### src/design/dsjtq_pkg.sv
// shared types and constants for the deadline-sorted job timer queue
// no dependencies; used by deadline_sorted_job_timer_queue
`default_nettype none

package dsjtq_pkg;

   // request kinds carried on req_tuser
   localparam logic OP_SCHEDULE = 1'b0;
   localparam logic OP_POLL     = 1'b1;

   // result status codes carried on rsp_tuser
   localparam logic [1:0] ST_SCHEDULED = 2'd0;
   localparam logic [1:0] ST_NO_SLOT   = 2'd1;
   localparam logic [1:0] ST_FIRED     = 2'd2;
   localparam logic [1:0] ST_NONE_DUE  = 2'd3;

   // request tdata layout, lowest bit first
   localparam int NOW_LSB    = 0;
   localparam int TAG_LSB    = 32;
   localparam int REP_LSB    = 40;
   localparam int DELAY_LSB  = 41;
   localparam int PERIOD_LSB = 73;
   localparam int REQ_DATA_W = 112;

   // one queued job as stored in the job memory
   typedef struct packed {
      logic [31:0] deadline;
      logic [31:0] period;
      logic [7:0]  tag;
      logic        repeating;
   } job_rec_type;

   typedef enum logic [2:0] {
      S_IDLE,
      S_HEAD,
      S_INS_START,
      S_INS_CMP,
      S_INS_LAST,
      S_RESP
   } state_type;

   // saturating 32-bit add
   function automatic logic [31:0] sat_add32(input logic [31:0] a, input logic [31:0] b);
      logic [32:0] sum;
      sum = {1'b0, a} + {1'b0, b};
      return sum[32] ? 32'hFFFF_FFFF : sum[31:0];
   endfunction

endpackage

`default_nettype wire

### src/design/deadline_sorted_job_timer_queue.sv
// deadline-sorted job timer queue, top level
// depends on dsjtq_pkg for the job record, state type and status codes
`default_nettype none

// Software-style timer list in hardware. Each request is a schedule or a poll and carries
// the current time in ms. A schedule stores the job with deadline = now + delay (saturating)
// and inserts it ahead of any jobs with an equal deadline; when MAX_JOBS jobs are queued it
// reports no free slot. A poll removes the head job if its deadline is at or before now and
// reports its tag; a repeating job gets deadline + period (saturating) and is inserted again.
// Every request yields exactly one response. Jobs sit in one single-port-write, registered-read
// memory kept as a circular buffer sorted by deadline; an insert walks from the tail toward
// the head, one queued job per cycle, moving each later job up by one entry. A refused schedule
// or a poll of an empty list goes straight to the response state; a poll otherwise reads the
// head first, and a schedule or a poll that fires a repeating job then walks the memory, so
// its time grows with the jobs queued. A new request is taken while the previous response
// still waits on the rsp side; a stalled rsp side holds the block in its response state
// until that response is taken.

module deadline_sorted_job_timer_queue #(
   parameter int MAX_JOBS = 16
) (
   input  wire          clock,
   input  wire          reset,
   // request channel
   input  wire          req_tvalid,
   output logic         req_tready,
   input  wire  [111:0] req_tdata,  // now_ms[31:0], job_tag[39:32], repeating[40],
                                    // lead_ms[72:41], period_ms[104:73], zero fill
   input  wire          req_tuser,  // opcode: 0 schedule, 1 poll
   // response channel
   output logic         rsp_tvalid,
   input  wire          rsp_tready,
   output logic [7:0]   rsp_tdata,  // fired_tag[7:0]
   output logic [1:0]   rsp_tuser   // status[1:0]
);

   localparam int SW = $clog2(MAX_JOBS);       // slot / position index width
   localparam int CW = $clog2(MAX_JOBS + 1);   // queued count width
   localparam logic [SW-1:0] LAST_POS = SW'(MAX_JOBS - 1);
   localparam logic [CW-1:0] FULL_CNT = CW'(MAX_JOBS);
   localparam logic [CW:0]   N_WIDE   = (CW + 1)'(MAX_JOBS);

   // job memory, circular buffer ordered by deadline from head_ff
   dsjtq_pkg::job_rec_type job_mem [MAX_JOBS];

   dsjtq_pkg::state_type   state_ff, state_in;
   logic [CW-1:0]          count_ff, count_in;
   logic [SW-1:0]          head_ff, head_in;
   logic [SW-1:0]          rd_ptr_ff, rd_ptr_in;   // position being compared
   logic [SW-1:0]          wr_ptr_ff, wr_ptr_in;   // hole one above it
   logic [CW-1:0]          remain_ff, remain_in;   // jobs still below the hole
   dsjtq_pkg::job_rec_type new_rec_ff, new_rec_in;
   logic [31:0]            now_ff, now_in;
   logic [1:0]             res_status_ff, res_status_in;
   logic [7:0]             res_tag_ff, res_tag_in;
   logic                   rsp_valid_ff, rsp_valid_in;
   logic [1:0]             rsp_status_ff, rsp_status_in;
   logic [7:0]             rsp_tag_ff, rsp_tag_in;
   dsjtq_pkg::job_rec_type rd_data_ff;

   // memory port controls
   logic [SW-1:0]          rd_addr;
   logic                   mem_we;
   logic [SW-1:0]          mem_wa;
   dsjtq_pkg::job_rec_type mem_wd;

   // request fields
   logic                   req_op;
   logic [31:0]            req_now;
   logic [7:0]             req_tag;
   logic                   req_rep;
   logic [31:0]            req_delay;
   logic [31:0]            req_period;

   // derived control
   logic                   req_take;
   logic                   rsp_free;
   logic                   queue_full;
   logic                   queue_empty;
   logic                   head_due;
   logic                   move_up;
   logic [SW-1:0]          tail_pos;      // head + count, wrapped
   logic [SW-1:0]          last_pos;      // head + count - 1, wrapped
   logic [SW-1:0]          rd_ptr_dec;
   logic [SW-1:0]          head_inc;
   logic [CW:0]            tail_sum;
   logic [CW:0]            last_sum;

   assign req_op     = req_tuser;
   assign req_now    = req_tdata[dsjtq_pkg::NOW_LSB +: 32];
   assign req_tag    = req_tdata[dsjtq_pkg::TAG_LSB +: 8];
   assign req_rep    = req_tdata[dsjtq_pkg::REP_LSB];
   assign req_delay  = req_tdata[dsjtq_pkg::DELAY_LSB +: 32];
   assign req_period = req_tdata[dsjtq_pkg::PERIOD_LSB +: 32];

   assign req_tready  = (state_ff == dsjtq_pkg::S_IDLE);
   assign req_take    = req_tvalid && req_tready;
   assign rsp_free    = !rsp_valid_ff || rsp_tready;
   assign queue_full  = (count_ff == FULL_CNT);
   assign queue_empty = (count_ff == '0);
   // head job is due when its deadline is not after now
   assign head_due    = !(rd_data_ff.deadline > now_ff);
   // stored job goes behind the new one when its deadline is equal or later
   assign move_up     = (rd_data_ff.deadline >= new_rec_ff.deadline);

   // circular position arithmetic, sums stay below twice the depth
   assign tail_sum = (CW + 1)'(head_ff) + (CW + 1)'(count_ff);
   assign last_sum = tail_sum - (CW + 1)'(1);
   assign tail_pos = (tail_sum >= N_WIDE) ? SW'(tail_sum - N_WIDE) : SW'(tail_sum);
   assign last_pos = (last_sum >= N_WIDE) ? SW'(last_sum - N_WIDE) : SW'(last_sum);
   assign rd_ptr_dec = (rd_ptr_ff == '0) ? LAST_POS : rd_ptr_ff - SW'(1);
   assign head_inc   = (head_ff == LAST_POS) ? '0 : head_ff + SW'(1);

   // next state
   always_comb begin
      state_in = state_ff;
      case (state_ff)
         dsjtq_pkg::S_IDLE: begin
            if (req_take) begin
               if (req_op == dsjtq_pkg::OP_SCHEDULE) begin
                  state_in = queue_full ? dsjtq_pkg::S_RESP : dsjtq_pkg::S_INS_START;
               end else begin
                  state_in = queue_empty ? dsjtq_pkg::S_RESP : dsjtq_pkg::S_HEAD;
               end
            end
         end
         dsjtq_pkg::S_HEAD: begin
            if (head_due && rd_data_ff.repeating) begin
               state_in = dsjtq_pkg::S_INS_START;
            end else begin
               state_in = dsjtq_pkg::S_RESP;
            end
         end
         dsjtq_pkg::S_INS_START: begin
            state_in = queue_empty ? dsjtq_pkg::S_RESP : dsjtq_pkg::S_INS_CMP;
         end
         dsjtq_pkg::S_INS_CMP: begin
            if (!move_up) begin
               state_in = dsjtq_pkg::S_RESP;
            end else if (remain_ff == CW'(1)) begin
               state_in = dsjtq_pkg::S_INS_LAST;
            end
         end
         dsjtq_pkg::S_INS_LAST: begin
            state_in = dsjtq_pkg::S_RESP;
         end
         dsjtq_pkg::S_RESP: begin
            if (rsp_free) begin
               state_in = dsjtq_pkg::S_IDLE;
            end
         end
         default: begin
            state_in = dsjtq_pkg::S_IDLE;
         end
      endcase
   end

   // datapath and memory controls
   always_comb begin
      count_in      = count_ff;
      head_in       = head_ff;
      rd_ptr_in     = rd_ptr_ff;
      wr_ptr_in     = wr_ptr_ff;
      remain_in     = remain_ff;
      new_rec_in    = new_rec_ff;
      now_in        = now_ff;
      res_status_in = res_status_ff;
      res_tag_in    = res_tag_ff;
      rsp_valid_in  = rsp_valid_ff && !rsp_tready;
      rsp_status_in = rsp_status_ff;
      rsp_tag_in    = rsp_tag_ff;
      rd_addr       = rd_ptr_ff;
      mem_we        = 1'b0;
      mem_wa        = wr_ptr_ff;
      mem_wd        = new_rec_ff;
      case (state_ff)
         dsjtq_pkg::S_IDLE: begin
            // head read is issued here so a poll sees it next cycle
            rd_addr = head_ff;
            if (req_take) begin
               now_in     = req_now;
               res_tag_in = '0;
               if (req_op == dsjtq_pkg::OP_SCHEDULE) begin
                  res_status_in = queue_full ? dsjtq_pkg::ST_NO_SLOT
                                             : dsjtq_pkg::ST_SCHEDULED;
                  new_rec_in.deadline  = dsjtq_pkg::sat_add32(req_now, req_delay);
                  new_rec_in.period    = req_period;
                  new_rec_in.tag       = req_tag;
                  new_rec_in.repeating = req_rep;
               end else begin
                  res_status_in = dsjtq_pkg::ST_NONE_DUE;
               end
            end
         end
         dsjtq_pkg::S_HEAD: begin
            if (head_due) begin
               res_status_in = dsjtq_pkg::ST_FIRED;
               res_tag_in    = rd_data_ff.tag;
               head_in       = head_inc;
               count_in      = count_ff - CW'(1);
               // repeating job comes back with its next deadline
               new_rec_in.deadline  = dsjtq_pkg::sat_add32(rd_data_ff.deadline,
                                                           rd_data_ff.period);
               new_rec_in.period    = rd_data_ff.period;
               new_rec_in.tag       = rd_data_ff.tag;
               new_rec_in.repeating = rd_data_ff.repeating;
            end
         end
         dsjtq_pkg::S_INS_START: begin
            if (queue_empty) begin
               mem_we   = 1'b1;
               mem_wa   = head_ff;
               count_in = count_ff + CW'(1);
            end else begin
               // start the walk at the tail job
               rd_addr   = last_pos;
               rd_ptr_in = last_pos;
               wr_ptr_in = tail_pos;
               remain_in = count_ff;
            end
         end
         dsjtq_pkg::S_INS_CMP: begin
            mem_we = 1'b1;
            if (move_up) begin
               // shift the later job one place toward the tail
               mem_wd    = rd_data_ff;
               wr_ptr_in = rd_ptr_ff;
               rd_ptr_in = rd_ptr_dec;
               rd_addr   = rd_ptr_dec;
               remain_in = remain_ff - CW'(1);
            end else begin
               count_in = count_ff + CW'(1);
            end
         end
         dsjtq_pkg::S_INS_LAST: begin
            // new job becomes the head entry
            mem_we   = 1'b1;
            count_in = count_ff + CW'(1);
         end
         dsjtq_pkg::S_RESP: begin
            if (rsp_free) begin
               rsp_valid_in  = 1'b1;
               rsp_status_in = res_status_ff;
               rsp_tag_in    = res_tag_ff;
            end
         end
         default: begin
         end
      endcase
   end

   // control registers
   always_ff @(posedge clock) begin
      if (reset) begin
         state_ff     <= dsjtq_pkg::S_IDLE;
         count_ff     <= '0;
         head_ff      <= '0;
         rsp_valid_ff <= 1'b0;
      end else begin
         state_ff     <= state_in;
         count_ff     <= count_in;
         head_ff      <= head_in;
         rsp_valid_ff <= rsp_valid_in;
      end
   end

   // payload registers
   always_ff @(posedge clock) begin
      rd_ptr_ff     <= rd_ptr_in;
      wr_ptr_ff     <= wr_ptr_in;
      remain_ff     <= remain_in;
      new_rec_ff    <= new_rec_in;
      now_ff        <= now_in;
      res_status_ff <= res_status_in;
      res_tag_ff    <= res_tag_in;
      rsp_status_ff <= rsp_status_in;
      rsp_tag_ff    <= rsp_tag_in;
   end

   // job memory, registered read
   always_ff @(posedge clock) begin
      if (mem_we) begin
         job_mem[mem_wa] <= mem_wd;
      end
      rd_data_ff <= job_mem[rd_addr];
   end

   assign rsp_tvalid = rsp_valid_ff;
   assign rsp_tdata  = rsp_tag_ff;
   assign rsp_tuser  = rsp_status_ff;

endmodule

`default_nettype wire

### config.mk
export PLATFORM = sky130hd
export DESIGN_NAME = deadline_sorted_job_timer_queue
export DESIGN_NICKNAME = d
export VERILOG_FILES = /design/src/design/dsjtq_pkg.sv /design/src/design/deadline_sorted_job_timer_queue.sv
export SDC_FILE = /design/constraint.sdc
export NUM_CORES = 2
export LEC_CHECK = 0
export CAP_MARGIN = 25
export CORE_UTILIZATION = 30
export CTS_CLUSTER_SIZE = 28
export DETAILED_ROUTE_END_ITERATION = 8
export DONT_BUFFER_PORTS = 1
export PLACE_DENSITY = 0.54
export SYNTH_ARGS = -nofsm -noshare
export SYNTH_HDL_FRONTEND = slang
export SYNTH_SLANG_ARGS = --single-unit
### constraint.sdc
create_clock -name clock -period 25.2 [get_ports clock]
set_input_delay 3.78 -clock clock [delete_from_list [all_inputs] [get_ports clock]]
set_output_delay 3.78 -clock clock [all_outputs]
set_load 0.01 [all_outputs]
Yosys cells after proc, flatten, opt, wreduce, memory -nomap -nowiden:

Memories as Yosys holds them, arrays and structs flattened. A register that Yosys moved wholly into a read port is not among the register bits.
Index checks and enable logic that the tools add are counted.
W data, S select, Z words.

* register bits: 151
* memory bits (writable): 1168
* logic and storage cells: 124
* memories kept: 1
* bits in read-only memories: 0
* bits in latches: 0

Memories
* job_mem: depth 16, width 73, rd ports 1, clocked after Yosys merged registers in 1, wr ports 1, RTL line deadline_sorted_job_timer_queue.sv:44 `dsjtq_pkg::job_rec_type job_mem [MAX_JOBS];`

* multipliers: 0
* shift-type cells: 0
* div/mod/pow operators: 0
* $lt $le $gt $ge: 4
* add/subtract/negate cells: 11
* reduce and logical (&&, ||, !) cells: 22
* mux-type cells: 52
* bitwise gates (word level): 1
* equality and inequality tests: 17

Operators with widths (number)
* $mux W73: 5
* $pmux W73 S2: 1
* $add A32 B32 Y33: 2
* $mux W32: 2
* $mux W4: 10
* $ge A32 B32 Y1: 1
* $gt A32 B32 Y1: 1
* $mux W3: 9
* $mux W5: 5
* $pmux W5 S4: 1
* $pmux W3 S6: 1
* $mux W8: 2
* $pmux W4 S2: 2
* $pmux W8 S2: 1
* $ne A2 B2 Y1 const B: 7
* $ge A6 B5 Y1 const B: 2
* $pmux W4 S3: 1
* $sub A4 B1 Y4 const B: 3
* $pmux W5 S2: 1
* $sub A5 B1 Y5 const B: 2
* $reduce_and A3 Y1: 3
* $reduce_and A4 Y1: 2
* $add A4 B5 Y6: 1
* $eq A3 B2 Y1 const B: 2
* 25 further kinds: 40

Longest topological paths before layout:

* depth after elaboration: 6
* gate-level depth with buffers: 15

Worst setup path before layout:

OpenSTA, ideal clock, no wires.

* path type: in2reg
* from: in req_tvalid
* to: reg new_rec_ff[0] in the netlist's numbering (enable)
* arrival time: 10.319 ns
* buffers on the path: 0
* slack: 14.265 ns
* library setup time: 0.616 ns
* cell stages on the path: 3
* cell sequence: and2_1 -> or2_2 -> a21boi_0

* word-level cells in the longest chain between the ends: 3

Ends and longest elaborated chain
* from (decl): RTL line deadline_sorted_job_timer_queue.sv:25 `input wire req_tvalid,`
* $logic_and A1 B1 Y1: RTL line deadline_sorted_job_timer_queue.sv:97 `assign req_take = req_tvalid && req_tready;`
* $ne A2 B1 Y1 (no line)
* $reduce_and A4 Y1 (no line)
* to (signal assigned): RTL line deadline_sorted_job_timer_queue.sv:272 `new_rec_ff <= new_rec_in;`
* to (decl): RTL line deadline_sorted_job_timer_queue.sv:52 `dsjtq_pkg::job_rec_type new_rec_ff, new_rec_in;`

No other way between the ends.
A chain may end at the register's enable or synchronous reset.

==> flow_summary_export.csv <==
group,metric,value,unit
critical_path,required,25.69,ns
floorplanning,fp.dieArea,192000,µm²
pwr,ir_worst_vdd,0.1780,mV
synth,syn_area,57070,µm²
layout,most_common_cell_after_layout_fill_and_taps_aside,"edfxtp_1",
synth,syn_avg_cell_area,18.00,µm²
synth,sequential_cell_area_fraction_in_the_yosys_report,71.74,%
routing,drc,0,
critical_path,cpMostUsedCell,"nand3_1",
global_route,grt-ovfl-total,0,
floorplanning,std_cell_rows,159,
synth,synth_cell_types,64,
cts,tritoncts,"built",
critical_path,timing_worst_setup_path_type,"input port to register",
synth,synthCells,3171,
sta,timing_max_transition_violations_final,0,
sta,fin_setup_tns,0,ns
global_route,number_of_antenna_violations_at_the_first_check_in_global_routing,22,
cts,setup_buffers_after_cts,0,
sta,worstMarginPinSlew,1.105,ns
critical_path,critical_path.endpoint_type,"register",
cts,cts_sink_cnt,1392,
critical_path,critPathMaxFanout,27,
floorplanning,fp.dieW,438.2,µm
cts,worstSkewPairLatency,0.78,ns
critical_path,worst_setup_path_start_kind,"input port",
sta,maximum_clock_skew_at_final_layout,0.02876,ns
place,globalplace.congestion,0.8432,
floorplanning,die_height,438.2,µm
layout,drive_above_1_share,19.90,%
layout,layout.cells.non_filler,5909,
layout,fillers,17670,
critical_path,slowest_stage,"a221o_1",
sta,achievable-frequency,153.3,MHz
cts,h-tree-depth,4,
critical_path,timing.critical_path.cells,"ha_1 -> inv_1 -> fa_1 -> nor2b_1 -> o31a_1 -> o211ai_1 -> nand3_1 -> a221o_1 -> nand3_1 -> o21ai_1 -> a21o_1 -> a31oi_2 -> buf_4 -> a22oi_1",
pwr,total_power,0.009035,W
routing,wl_per_cell,25.94,µm
layout,layout.cells.most_common_list,"edfxtp_1 (1306), mux4_2 (288), nand2_1 (267)",
floorplanning,io-pin-count,129,
place,detailedPlacementHpwl,89.23,mm
synth,synth-seq-cells,1392,
sta,max-slew-margin-rel,24.41,%
cts,hold_fix_buffers_cts,0,
routing,drtIter0Drc,2640,
routing,post_drt_via_cell_ratio,5.026,
sta,timing.final.setup_violations,0,
cts,cts_buffer_depth,3,
global_route,via_count_of_the_first_global_routing_pass,30170,
routing,dr_total_vias,29700,
global_route,grt_util_all_layers,15.87,%
sta,rsz0062_at_grt,"no",
floorplanning,floorplan.initialDensity,30.29,%
routing,first_pass_iters,5,
place,place.detailed.instances,5623,
critical_path,worst_ep_arrival_time,7.01,ns
synth,synth_fp_nets,3432,
cts,cts.root.buffer_cell,"clkbuf_16",
synth,synth_top_flop_cell,"edfxtp_1",
routing,routed_wirelength,153.3,mm
cts,tritoncts.num_buffers,143,
pwr,power_per_cell_area,138.4,nW/µm²
place,number_of_i_o_port_buffers,0,
sta,finalCriticalPeriod,6.525,ns
synth,postSynth.asyncResetShare,0,%
layout,final_net_count,3538,
sta,final-hold-violation-count,0,
critical_path,worstPathBufferInverterCount,2,
status,run_status,"finished clean",
cts,post_cts_repair_resize_count,0,
critical_path,cpPeakStageDelay,0.52,ns
routing,ant_nets,0,
hold_path,type_of_the_worst_min_delay_path,"register to register",
pwr,leakagePower,21.74,nW
layout,area_delta_synth_final,14.36,%
floorplanning,area_of_the_core,188400,µm²
job,max_cap_violations,0,
synth,warnings_synthesis,0,
sta,period_share,25.89,%
cts,clkTransAtPathRegs,0.06,ns
global_route,global_route_wire_length_before_repair,218.5,mm
critical_path,cp_top_family,"compound AO/OA/AOI/OAI gates",
global_route,grt_start_max_net_pins,127,
synth,synth_edf_count,1306,
[sequential cells by signal, summed over array words and instances, names as in the netlist]
signal / cells
new_rec_ff: 73
head_ff: 4
rsp_tuser: 2
count_ff: 5
job_mem: 1168
rd_data_ff: 73
rsp_tvalid: 1
res_tag_ff: 8
state_ff: 3
wr_ptr_ff: 4
remain_ff: 5
rsp_tdata: 8
rd_ptr_ff: 4
now_ff: 32
res_status_ff: 2
[worst paths after layout]
kind         slack (ns)  depth (start not counted)              to      startpoint
max               18.68                         14  new_rec_ff[67]    req_tdata[0]
min                0.41                          0    rsp_tdata[5]   res_tag_ff[5]
max reg2reg       19.13                         14  rd_data_ff[41]  rd_data_ff[43]
min reg2reg        0.41                          0    rsp_tdata[5]   res_tag_ff[5]
[Yosys cell counts (all sizes together) (31+ instances only)]
cell type  count  share of area (%)
inv           99               0.65
a22oi        172                2.3
ha           140                3.1
nor2          85               0.56
nand2        267                1.8
o21ai         87               0.76
a21oi         93               0.82
mux2          44               0.87
buf           55               0.56
clkbuf        81               0.53
a21o          54               0.71
xor2          31               0.48
xnor2         37               0.57
dfxtp         86                3.0
mux4         292                 12
edfxtp      1306                 69
[stage by stage]
stage / hold WS [ns] / util [%] / worst slack, ns / area, µm²
floorplan: 0.4003 / - / 14.27 / 57070
global placement: 0.4010 / 32.11 / 17.90 / 60490
detailed placement: 0.4045 / 32.13 / 17.88 / 60530
CTS: 0.4143 / 34.57 / 18.71 / 65120
global route: 0.4143 / 34.64 / 18.59 / 65260
finish: 0.4089 / 34.64 / 18.68 / 65270
[power breakdown]
group          total [W]  switching, W  internal, W
registers        0.00336      0.000210      0.00315
logic            0.00359       0.00206      0.00154
clock network    0.00208      0.000895      0.00119
total            0.00903       0.00316      0.00587
[final cells by class]
| class | count | area [µm²] | area share, % |
|---|---|---|---|
| clock inverters | 50 | 521.8 | 0.7994 |
| repair buffers | 97 | 835.8 | 1.281 |
| multi-input cells | 1544 | 15350 | 23.52 |
| diodes | 22 | 55.05 | 0.08435 |
| clock buffers | 210 | 4066 | 6.231 |
| well taps | 2495 | 3122 | 4.783 |
| flip-flops and latches | 1392 | 40940 | 62.73 |
| inverters | 99 | 371.6 | 0.5694 |
[routing by layer]
layer	up-vias	wire [µm]	GRT usage [%]	part of all wire (%)
met3	231	5687	2.220	3.7
met1	15810	61980	19.28	40
li1	12980	-	-	-
met5	-	9	0	0.0059
met2	678	80520	28.41	53
met4	2	5100	6.000	3.3
[cells by family (layout without fill, tap and decap cells)]
family                   after synthesis  in the layout  synth area share (%)
AO/OA/AOI/OAI                        500            500                 5.904
adder cells (fa/ha/maj)              144            144                 3.210
buffers and inverters                235            456                 1.743
AND/OR/NAND/NOR                      485            485                 3.751
other                                  0             22                     0
flip-flops                          1392           1392                 71.74
multiplexers                         347            347                 12.61
XOR/XNOR                              68             68                 1.044
Power figures use the tool's default switching activity.
